==> src/rtl/ipv4_route_table_lookup_defines.svh <==
// Assertion macros for the route table lookup block.
`ifndef IPV4_ROUTE_TABLE_LOOKUP_DEFINES_SVH
`define IPV4_ROUTE_TABLE_LOOKUP_DEFINES_SVH

`ifndef SYNTH

// Antecedent implies consequent in the same cycle.
`define RTLU_ASSERT_SAME(label, clk, rst, ante, cons) \
   label: assert property (@(posedge clk) disable iff (rst) (ante) |-> (cons)) \
      else $error("route table check failed");

// Antecedent implies consequent in the next cycle.
`define RTLU_ASSERT_NEXT(label, clk, rst, ante, cons) \
   label: assert property (@(posedge clk) disable iff (rst) (ante) |=> (cons)) \
      else $error("route table check failed");

`else

`define RTLU_ASSERT_SAME(label, clk, rst, ante, cons)
`define RTLU_ASSERT_NEXT(label, clk, rst, ante, cons)

`endif

`endif

==> src/rtl/rtlu_pkg.sv <==
// Shared types and constants for the route table lookup block.
package rtlu_pkg;

   localparam int ENTRIES_DEFAULT = 16;

   typedef enum logic {
      FUNC_ADD    = 1'b0,
      FUNC_LOOKUP = 1'b1
   } func_type;

   // One stored route.
   typedef struct packed {
      logic        used;
      logic [31:0] net;
      logic [31:0] mask;
      logic [31:0] gateway;
      logic [15:0] metric;
      logic [1:0]  cls;
      logic [3:0]  device;
   } entry_type;

   // What a cell hands to its right neighbour for an insert.
   typedef struct packed {
      logic      ge;
      entry_type entry;
   } link_type;

   // Word travelling down the chain, one cell a cycle while the chain advances.
   typedef struct packed {
      logic        is_lookup;
      logic [31:0] addr;
      logic        hit;
      logic [31:0] gateway;
      logic [15:0] metric;
      logic [1:0]  cls;
      logic [3:0]  device;
      logic        full;
   } tok_type;

endpackage

==> src/rtl/rtlu_if.sv <==
// Request and response channel interfaces of the route table lookup block.
interface rtlu_req_if;
   logic        valid;
   logic        ready;
   logic        func;
   logic [31:0] address;
   logic [31:0] mask;
   logic [31:0] gateway;
   logic [15:0] route_metric;
   logic [1:0]  route_class;
   logic [3:0]  device;

   modport source (output valid, func, address, mask, gateway, route_metric,
                   route_class, device, input ready);
   modport sink   (input valid, func, address, mask, gateway, route_metric,
                   route_class, device, output ready);
endinterface

interface rtlu_rsp_if;
   logic        valid;
   logic        ready;
   logic        hit;
   logic [31:0] next_hop;
   logic [3:0]  out_device;
   logic [1:0]  out_class;
   logic [15:0] out_metric;
   logic        table_full;

   modport source (output valid, hit, next_hop, out_device, out_class, out_metric,
                   table_full, input ready);
   modport sink   (input valid, hit, next_hop, out_device, out_class, out_metric,
                   table_full, output ready);
endinterface

==> src/rtl/rtlu_cell.sv <==
// One cell of the route chain: holds one route and one stage of the lookup pipeline.
module rtlu_cell (
   input  logic               clock,
   input  logic               reset,
   input  logic               advance,
   input  logic               ins_en,
   input  rtlu_pkg::entry_type new_entry,
   input  rtlu_pkg::link_type left_link,
   output rtlu_pkg::link_type own_link,
   input  logic               tok_valid_in,
   input  rtlu_pkg::tok_type  tok_in,
   output logic               tok_valid_out,
   output rtlu_pkg::tok_type  tok_out
);

   logic                used_ff, used_in;
   rtlu_pkg::entry_type data_ff, data_in;
   logic                tok_valid_ff, tok_valid_in_nxt;
   rtlu_pkg::tok_type   tok_ff, tok_in_nxt;
   logic                ge;
   logic                match;

   // Unused cells take any new route, so the boundary falls at the fill level.
   assign ge = !used_ff || (new_entry.mask >= data_ff.mask);

   always_comb begin
      own_link.ge         = ge;
      own_link.entry      = data_ff;
      own_link.entry.used = used_ff;
   end

   always_comb begin
      used_in = used_ff;
      data_in = data_ff;
      if (ins_en && ge) begin
         if (left_link.ge) begin
            // shift right by one
            used_in = left_link.entry.used;
            data_in = left_link.entry;
         end else begin
            used_in = 1'b1;
            data_in = new_entry;
         end
      end
   end

   assign match = used_ff &&
                  ((data_ff.mask & tok_in.addr) == (data_ff.mask & data_ff.net));

   always_comb begin
      tok_valid_in_nxt = tok_valid_ff;
      tok_in_nxt       = tok_ff;
      if (advance) begin
         tok_valid_in_nxt = tok_valid_in;
         tok_in_nxt       = tok_in;
         if (tok_in.is_lookup && !tok_in.hit && match) begin
            tok_in_nxt.hit     = 1'b1;
            tok_in_nxt.gateway = data_ff.gateway;
            tok_in_nxt.metric  = data_ff.metric;
            tok_in_nxt.cls     = data_ff.cls;
            tok_in_nxt.device  = data_ff.device;
         end
      end
   end

   always_ff @(posedge clock) begin
      if (reset) begin
         used_ff      <= 1'b0;
         tok_valid_ff <= 1'b0;
      end else begin
         used_ff      <= used_in;
         tok_valid_ff <= tok_valid_in_nxt;
      end
   end

   always_ff @(posedge clock) begin
      data_ff <= data_in;
      tok_ff  <= tok_in_nxt;
   end

   assign tok_valid_out = tok_valid_ff;
   assign tok_out       = tok_ff;

endmodule

==> src/rtl/ipv4_route_table_lookup.sv <==
// Top level of the IPv4 route table with longest prefix match.
// The table is a chain of ENTRIES cells, each holding one route, kept in
// descending order of netmask. An add is applied to the whole chain in the
// cycle it is accepted (cells at and after the insert point shift one place
// right) and is refused with table_full when the last cell is in use. Every
// word, lookup or add, then walks the chain one cell per cycle while the
// chain advances, and its result is delivered from the last cell. Lookups
// stream at one per cycle while responses are taken; an add is held off
// until every lookup already in the chain has delivered its result.
// No clearing pass is needed after reset. Response stalls freeze the chain.
`include "ipv4_route_table_lookup_defines.svh"

module ipv4_route_table_lookup #(
   parameter int ENTRIES = rtlu_pkg::ENTRIES_DEFAULT
) (
   input logic           clock,
   input logic           reset,
   rtlu_req_if.sink      req_ch,
   rtlu_rsp_if.source    rsp_ch
);

   localparam int CW = $clog2(ENTRIES + 1);

   rtlu_pkg::link_type  links    [ENTRIES];
   logic                tok_valid[ENTRIES];
   rtlu_pkg::tok_type   toks     [ENTRIES];
   logic [ENTRIES-1:0]  used_vec;

   rtlu_pkg::entry_type new_entry;
   rtlu_pkg::link_type  head_link;
   rtlu_pkg::tok_type   req_tok;
   logic                advance;
   logic                is_add;
   logic                full;
   logic                req_acc;
   logic                rsp_acc;
   logic                ins_en;
   logic [CW-1:0]       lkp_cnt_ff, lkp_cnt_in;

   assign advance = !tok_valid[ENTRIES-1] || rsp_ch.ready;
   assign is_add  = (req_ch.func == rtlu_pkg::FUNC_ADD);
   assign full    = used_vec[ENTRIES-1];

   // hold adds back while lookups are still walking the chain
   assign req_ch.ready = advance && !(is_add && (lkp_cnt_ff != '0));
   assign req_acc      = req_ch.valid && req_ch.ready;
   assign rsp_acc      = rsp_ch.valid && rsp_ch.ready;
   assign ins_en       = req_acc && is_add && !full;

   always_comb begin
      new_entry.used    = 1'b1;
      new_entry.net     = req_ch.address;
      new_entry.mask    = req_ch.mask;
      new_entry.gateway = req_ch.gateway;
      new_entry.metric  = req_ch.route_metric;
      new_entry.cls     = req_ch.route_class;
      new_entry.device  = req_ch.device;
      head_link.ge      = 1'b0;
      head_link.entry   = new_entry;

      req_tok           = '0;
      req_tok.is_lookup = !is_add;
      req_tok.addr      = req_ch.address;
      req_tok.full      = is_add && full;
   end

   genvar k;
   generate
      for (k = 0; k < ENTRIES; k++) begin : g_cell
         rtlu_cell u_cell (
            .clock         (clock),
            .reset         (reset),
            .advance       (advance),
            .ins_en        (ins_en),
            .new_entry     (new_entry),
            .left_link     ((k == 0) ? head_link : links[(k == 0) ? 0 : k - 1]),
            .own_link      (links[k]),
            .tok_valid_in  ((k == 0) ? req_acc : tok_valid[(k == 0) ? 0 : k - 1]),
            .tok_in        ((k == 0) ? req_tok : toks[(k == 0) ? 0 : k - 1]),
            .tok_valid_out (tok_valid[k]),
            .tok_out       (toks[k])
         );
         assign used_vec[k] = links[k].entry.used;
      end
   endgenerate

   always_comb begin
      lkp_cnt_in = lkp_cnt_ff;
      case ({req_acc && !is_add, rsp_acc && toks[ENTRIES-1].is_lookup})
         2'b10:   lkp_cnt_in = lkp_cnt_ff + CW'(1);
         2'b01:   lkp_cnt_in = lkp_cnt_ff - CW'(1);
         default: lkp_cnt_in = lkp_cnt_ff;
      endcase
   end

   always_ff @(posedge clock) begin
      if (reset) begin
         lkp_cnt_ff <= '0;
      end else begin
         lkp_cnt_ff <= lkp_cnt_in;
      end
   end

   assign rsp_ch.valid      = tok_valid[ENTRIES-1];
   assign rsp_ch.hit        = toks[ENTRIES-1].hit;
   assign rsp_ch.next_hop   = toks[ENTRIES-1].gateway;
   assign rsp_ch.out_device = toks[ENTRIES-1].device;
   assign rsp_ch.out_class  = toks[ENTRIES-1].cls;
   assign rsp_ch.out_metric = toks[ENTRIES-1].metric;
   assign rsp_ch.table_full = toks[ENTRIES-1].full;

   `RTLU_ASSERT_SAME(a_add_chain_clear, clock, reset, req_acc && is_add, lkp_cnt_ff == '0)
   `RTLU_ASSERT_SAME(a_fill_contiguous, clock, reset, 1'b1, ((used_vec >> 1) & ~used_vec) == '0)
   `RTLU_ASSERT_NEXT(a_full_add_keeps, clock, reset, req_acc && is_add && full, $stable(used_vec))
   `RTLU_ASSERT_SAME(a_lookup_count, clock, reset, 1'b1, lkp_cnt_ff <= CW'(ENTRIES))

endmodule
==> src/flat_wrapper.sv <==
// flat-port wrapper written by rule: the top's interface ports become plain ports
module ipv4_route_table_lookup_flat 
#(
   parameter int ENTRIES = rtlu_pkg::ENTRIES_DEFAULT
)
  (clock, reset, req_ch_valid, req_ch_func, req_ch_address, req_ch_mask, req_ch_gateway, req_ch_route_metric, req_ch_route_class, req_ch_device, req_ch_ready, rsp_ch_valid, rsp_ch_hit, rsp_ch_next_hop, rsp_ch_out_device, rsp_ch_out_class, rsp_ch_out_metric, rsp_ch_table_full, rsp_ch_ready);
  rtlu_req_if req_ch_i ();
  rtlu_rsp_if rsp_ch_i ();
  input logic clock;
  input logic reset;
  input wire logic [$bits(req_ch_i.valid)-1:0] req_ch_valid;
  input wire logic [$bits(req_ch_i.func)-1:0] req_ch_func;
  input wire logic [$bits(req_ch_i.address)-1:0] req_ch_address;
  input wire logic [$bits(req_ch_i.mask)-1:0] req_ch_mask;
  input wire logic [$bits(req_ch_i.gateway)-1:0] req_ch_gateway;
  input wire logic [$bits(req_ch_i.route_metric)-1:0] req_ch_route_metric;
  input wire logic [$bits(req_ch_i.route_class)-1:0] req_ch_route_class;
  input wire logic [$bits(req_ch_i.device)-1:0] req_ch_device;
  output wire logic [$bits(req_ch_i.ready)-1:0] req_ch_ready;
  output wire logic [$bits(rsp_ch_i.valid)-1:0] rsp_ch_valid;
  output wire logic [$bits(rsp_ch_i.hit)-1:0] rsp_ch_hit;
  output wire logic [$bits(rsp_ch_i.next_hop)-1:0] rsp_ch_next_hop;
  output wire logic [$bits(rsp_ch_i.out_device)-1:0] rsp_ch_out_device;
  output wire logic [$bits(rsp_ch_i.out_class)-1:0] rsp_ch_out_class;
  output wire logic [$bits(rsp_ch_i.out_metric)-1:0] rsp_ch_out_metric;
  output wire logic [$bits(rsp_ch_i.table_full)-1:0] rsp_ch_table_full;
  input wire logic [$bits(rsp_ch_i.ready)-1:0] rsp_ch_ready;
  assign req_ch_i.valid = req_ch_valid;
  assign req_ch_i.func = req_ch_func;
  assign req_ch_i.address = req_ch_address;
  assign req_ch_i.mask = req_ch_mask;
  assign req_ch_i.gateway = req_ch_gateway;
  assign req_ch_i.route_metric = req_ch_route_metric;
  assign req_ch_i.route_class = req_ch_route_class;
  assign req_ch_i.device = req_ch_device;
  assign req_ch_ready = req_ch_i.ready;
  assign rsp_ch_valid = rsp_ch_i.valid;
  assign rsp_ch_hit = rsp_ch_i.hit;
  assign rsp_ch_next_hop = rsp_ch_i.next_hop;
  assign rsp_ch_out_device = rsp_ch_i.out_device;
  assign rsp_ch_out_class = rsp_ch_i.out_class;
  assign rsp_ch_out_metric = rsp_ch_i.out_metric;
  assign rsp_ch_table_full = rsp_ch_i.table_full;
  assign rsp_ch_i.ready = rsp_ch_ready;
  ipv4_route_table_lookup #(.ENTRIES(ENTRIES)) u_core (.clock(clock), .reset(reset), .req_ch(req_ch_i), .rsp_ch(rsp_ch_i));
endmodule
==> config.mk <==
export PLATFORM = sky130hd
export DESIGN_NAME = ipv4_route_table_lookup_flat
export DESIGN_NICKNAME = d
export VERILOG_FILES = /design/src/rtl/rtlu_pkg.sv /design/src/rtl/rtlu_if.sv /design/src/rtl/rtlu_cell.sv /design/src/rtl/ipv4_route_table_lookup.sv /design/src/flat_wrapper.sv
export VERILOG_INCLUDE_DIRS = /design/src /design/src/rtl
export SDC_FILE = /design/constraint.sdc
export NUM_CORES = 2
export LEC_CHECK = 0
export BUFFER_PORTS_ARGS = -buffer_cell sky130_fd_sc_hd__buf_2
export CAP_MARGIN = 0
export CORE_AREA = 2 2 500 452
export CTS_CLUSTER_SIZE = 14
export DETAILED_ROUTE_END_ITERATION = 10
export DIE_AREA = 0 0 502 454
export HOLD_SLACK_MARGIN = 0.02
export PLACE_DENSITY = 0.89
export RECOVER_POWER = 50
export SYNTH_ARGS = -nofsm -noshare
export SYNTH_HDL_FRONTEND = slang
export SYNTH_SLANG_ARGS = --single-unit
export TNS_END_PERCENT = 30
==> constraint.sdc <==
create_clock -name clock -period 97.1 [get_ports clock]
set_input_delay 4.855 -clock clock [delete_from_list [all_inputs] [get_ports clock]]
set_output_delay 4.855 -clock clock [all_outputs]
set_load 0.05 [all_outputs]
==> flow_metrics.env <==
export IMPL_run_status="finished, violations left"
export IMPL_failed_checks="max-capacitance violations, max-slew violations"
export IMPL_tritoncts="done"
export IMPL_rsz0062_at_grt="false"
export IMPL_start_util_pct=67.6
export IMPL_viasPerCell=6.41
export IMPL_slowest_stage="clkbuf_1"
export IMPL_rows=165
export IMPL_power_density_nw_per_um2=18.9
export IMPL_synth_top_area_share_pct=65.2
export IMPL_min_period_ns=23.83
export IMPL_drive_gt1_share_pct=30.2
export IMPL_syn2layout_area_growth_pct=8.98
export IMPL_required_ns=97.68
export IMPL_path_cells="buf_2 > nor2b_1 > clkbuf_1 > clkinvlp_2 > clkbuf_1 > clkbuf_1 > clkbuf_1 > buf_4 > buf_4 > buf_4 > buf_4"
export IMPL_cp_top_family="buffers and inverters"
export IMPL_async_flop_share_pct=0
export IMPL_ys_flop_type="edfxtp_1"
export IMPL_worstSkewPairLatency_ns=0.96
export IMPL_path_max_fanout=172
export IMPL_synth_nets=9712
export IMPL_crit_arrival_ns=24.41
export IMPL_yosys_top_cells_area="edfxtp_1, mux2_2, ha_1, xnor2_1, inv_1"
export IMPL_cts_sinks=3317
export IMPL_wl_per_cell_um=30.1
export IMPL_synth_warnings=0
export IMPL_ant_nets=0
export IMPL_slew_violations=3890
export IMPL_die_area_um2=228000
export IMPL_dp_cells=12000
export IMPL_via_count=80500
export IMPL_place_congestion=0.962
export IMPL_min_path_type="reg -> reg"
export IMPL_clock_fmax_mhz=42.0
export IMPL_syn_avg_cell_area_um2=16.6
export IMPL_synth_common_cells="edfxtp_1, mux2_2, inv_1"
export IMPL_relSlewSlack_pct=-543
export IMPL_synth_seq_area_share_pct=65.7
export IMPL_die_x_um=502
export IMPL_yosysTopAreaCell="edfxtp_1"
export IMPL_p_leak_nw=61.6
export IMPL_synth_edf_count=3280
export IMPL_core_um2=223000
export IMPL_worstSetupPathType="in -> reg"
export IMPL_io_pin_count=181
export IMPL_max_cap_violations=89
export IMPL_overflow=0
export IMPL_peakVddDrop_v=0.0000192
export IMPL_routed_wl_mm=378
export IMPL_path_clk_slew_ns=0.06
export IMPL_cpPeakStageDelay_ns=6.86
export IMPL_worst_setup_path_start_kind="input port"
export IMPL_tightest_slew_ns=9.65
export IMPL_postCtsSetupRepairBufs=0
export IMPL_yosys_cell_types_count=58
export IMPL_fin_worst_skew_ns=0.113
export IMPL_fin_cells=12600
export IMPL_period_share_pct=24.5
export IMPL_portBuffers=180
export IMPL_final_hold_violation_count=0
export IMPL_netlist_instances=9104
export IMPL_drc=0
export IMPL_synthMostInstantiatedCell="edfxtp_1"
export IMPL_grt_first_pass_wirelength_mm=553
export IMPL_post_synth_instance_area_um2=151000
export IMPL_finalHoldWorstSlack_ns=0.424
export IMPL_clk_path_buf_depth=4
export IMPL_drt_iter0_drc=8940
export IMPL_hpwl_mm=248
export IMPL_die_height_um=454
export IMPL_cts_hold_buf=0
export IMPL_grt_max_degree=173
export IMPL_cts_max_level=5
export IMPL_p_total_mw=3.12
export IMPL_layout_nets=9915
export IMPL_ys_ff_latch=3317
export IMPL_clock_root_buffer="clkbuf_16"
export IMPL_finalSetupTns_ns=0
export IMPL_numCtsBuffers=340
export IMPL_grt_pass1_vias=83300
export IMPL_antenna_found_initial=10
export IMPL_finalSetupViolCount=0
export IMPL_rrSetupSlack_ns=76.91
export IMPL_post_cts_resized=0
export IMPL_grt_use_total_pct=33.1
export IMPL_end_kind="flop"
export IMPL_dr_pass1_iters=5
export IMPL_crit_buf_inv=10
[logic make-up after synthesis]
logic type / share of synthesized area (%)
muxes: 19.6
DFF: 65.7
AOI/OAI and AO/OA: 2.86
and+or+nand+nor: 2.01
xor gates and xnor gates: 2.99
adders and majority gates: 4.02
buffers and inverters: 2.79
[through the flow]
| stage | util, % | area (µm²) | setup WS, ns |
|---|---|---|---|
| after floorplan | - | 151000 | 49.94 |
| after global placement | 69.3 | 155000 | 85.19 |
| after detailed placement | 69.3 | 155000 | 85.04 |
| after CTS | 74.1 | 165000 | 86.02 |
| after global routing | 73.7 | 164000 | 71.88 |
| final | 73.7 | 165000 | 73.27 |
[worst paths after layout]
kind,cells after the start,endpoint,startpoint
setup / recovery,11,u_core.g_cell[11].u_cell.tok_out[27],rsp_ch_ready
hold / removal,0,u_core.g_cell[2].u_cell.tok_out[0],u_core.g_cell[1].u_cell.tok_out[0]
setup reg to reg,10,u_core.g_cell[11].u_cell.tok_out[27],u_core.g_cell[15].u_cell.tok_valid_out
hold reg to reg,0,u_core.g_cell[2].u_cell.tok_out[0],u_core.g_cell[1].u_cell.tok_out[0]
[metal layers]
| layer | wire, µm | global-route usage (%) | part of all wire [%] | up-vias |
|---|---|---|---|---|
| met5 | 15 | 0 | 0.0040 | - |
| met4 | 16700 | 13.6 | 4.4 | 2 |
| met3 | 30800 | 5.76 | 8.1 | 796 |
| met2 | 176000 | 52.0 | 47 | 3956 |
| met1 | 155000 | 46.4 | 41 | 40500 |
| li1 | - | - | - | 35300 |
[cells in the final DEF (no fill, tap or decap), types with 175 or more instances in the layout]
master	instances
a21oi_1	186
clkbuf_1	286
clkbuf_16	343
edfxtp_1	3280
ha_1	484
inv_1	510
mux2_1	264
mux2_2	2260
o22ai_1	175
xnor2_1	350
[power by group]
part / switching, mW / internal, mW
combinational: 0.114 / 0.0638
sequential: 0.0347 / 1.63
clock: 0.538 / 0.737
[sequential cells by signal, indices dropped and copies added, names as in the netlist]
register                            flops
u_core.g_cell.u_cell.own_link        1888
u_core.g_cell.u_cell.tok_out         1392
u_core.g_cell.u_cell.tok_valid_out     16
u_core.g_cell.u_cell.used_ff           16
u_core.lkp_cnt_ff                       5
[worst register-to-register path, cell delays in order (launching register included)]
cell and delay (ns):
dfxtp_1 0.32, nor2b_1 0.13, clkbuf_1 0.32, clkinvlp_2 3.42
clkbuf_1 2.15, clkbuf_1 2.21, clkbuf_1 6.93, buf_4 1.73
buf_4 0.77, buf_4 0.85, buf_4 0.93
[cell type report]
cell class | instances | area, µm²
fillers | 12800 | 58700
well taps | 3006 | 3760
repair buffers | 304 | 1370
diodes | 10 | 25.0
inverters | 525 | 2040
flip-flops and latches | 3317 | 99200
clock buffers | 415 | 8880
multi-input cells | 4819 | 47400
clock inverters | 175 | 1760
(Power assumes the default switching activity.)
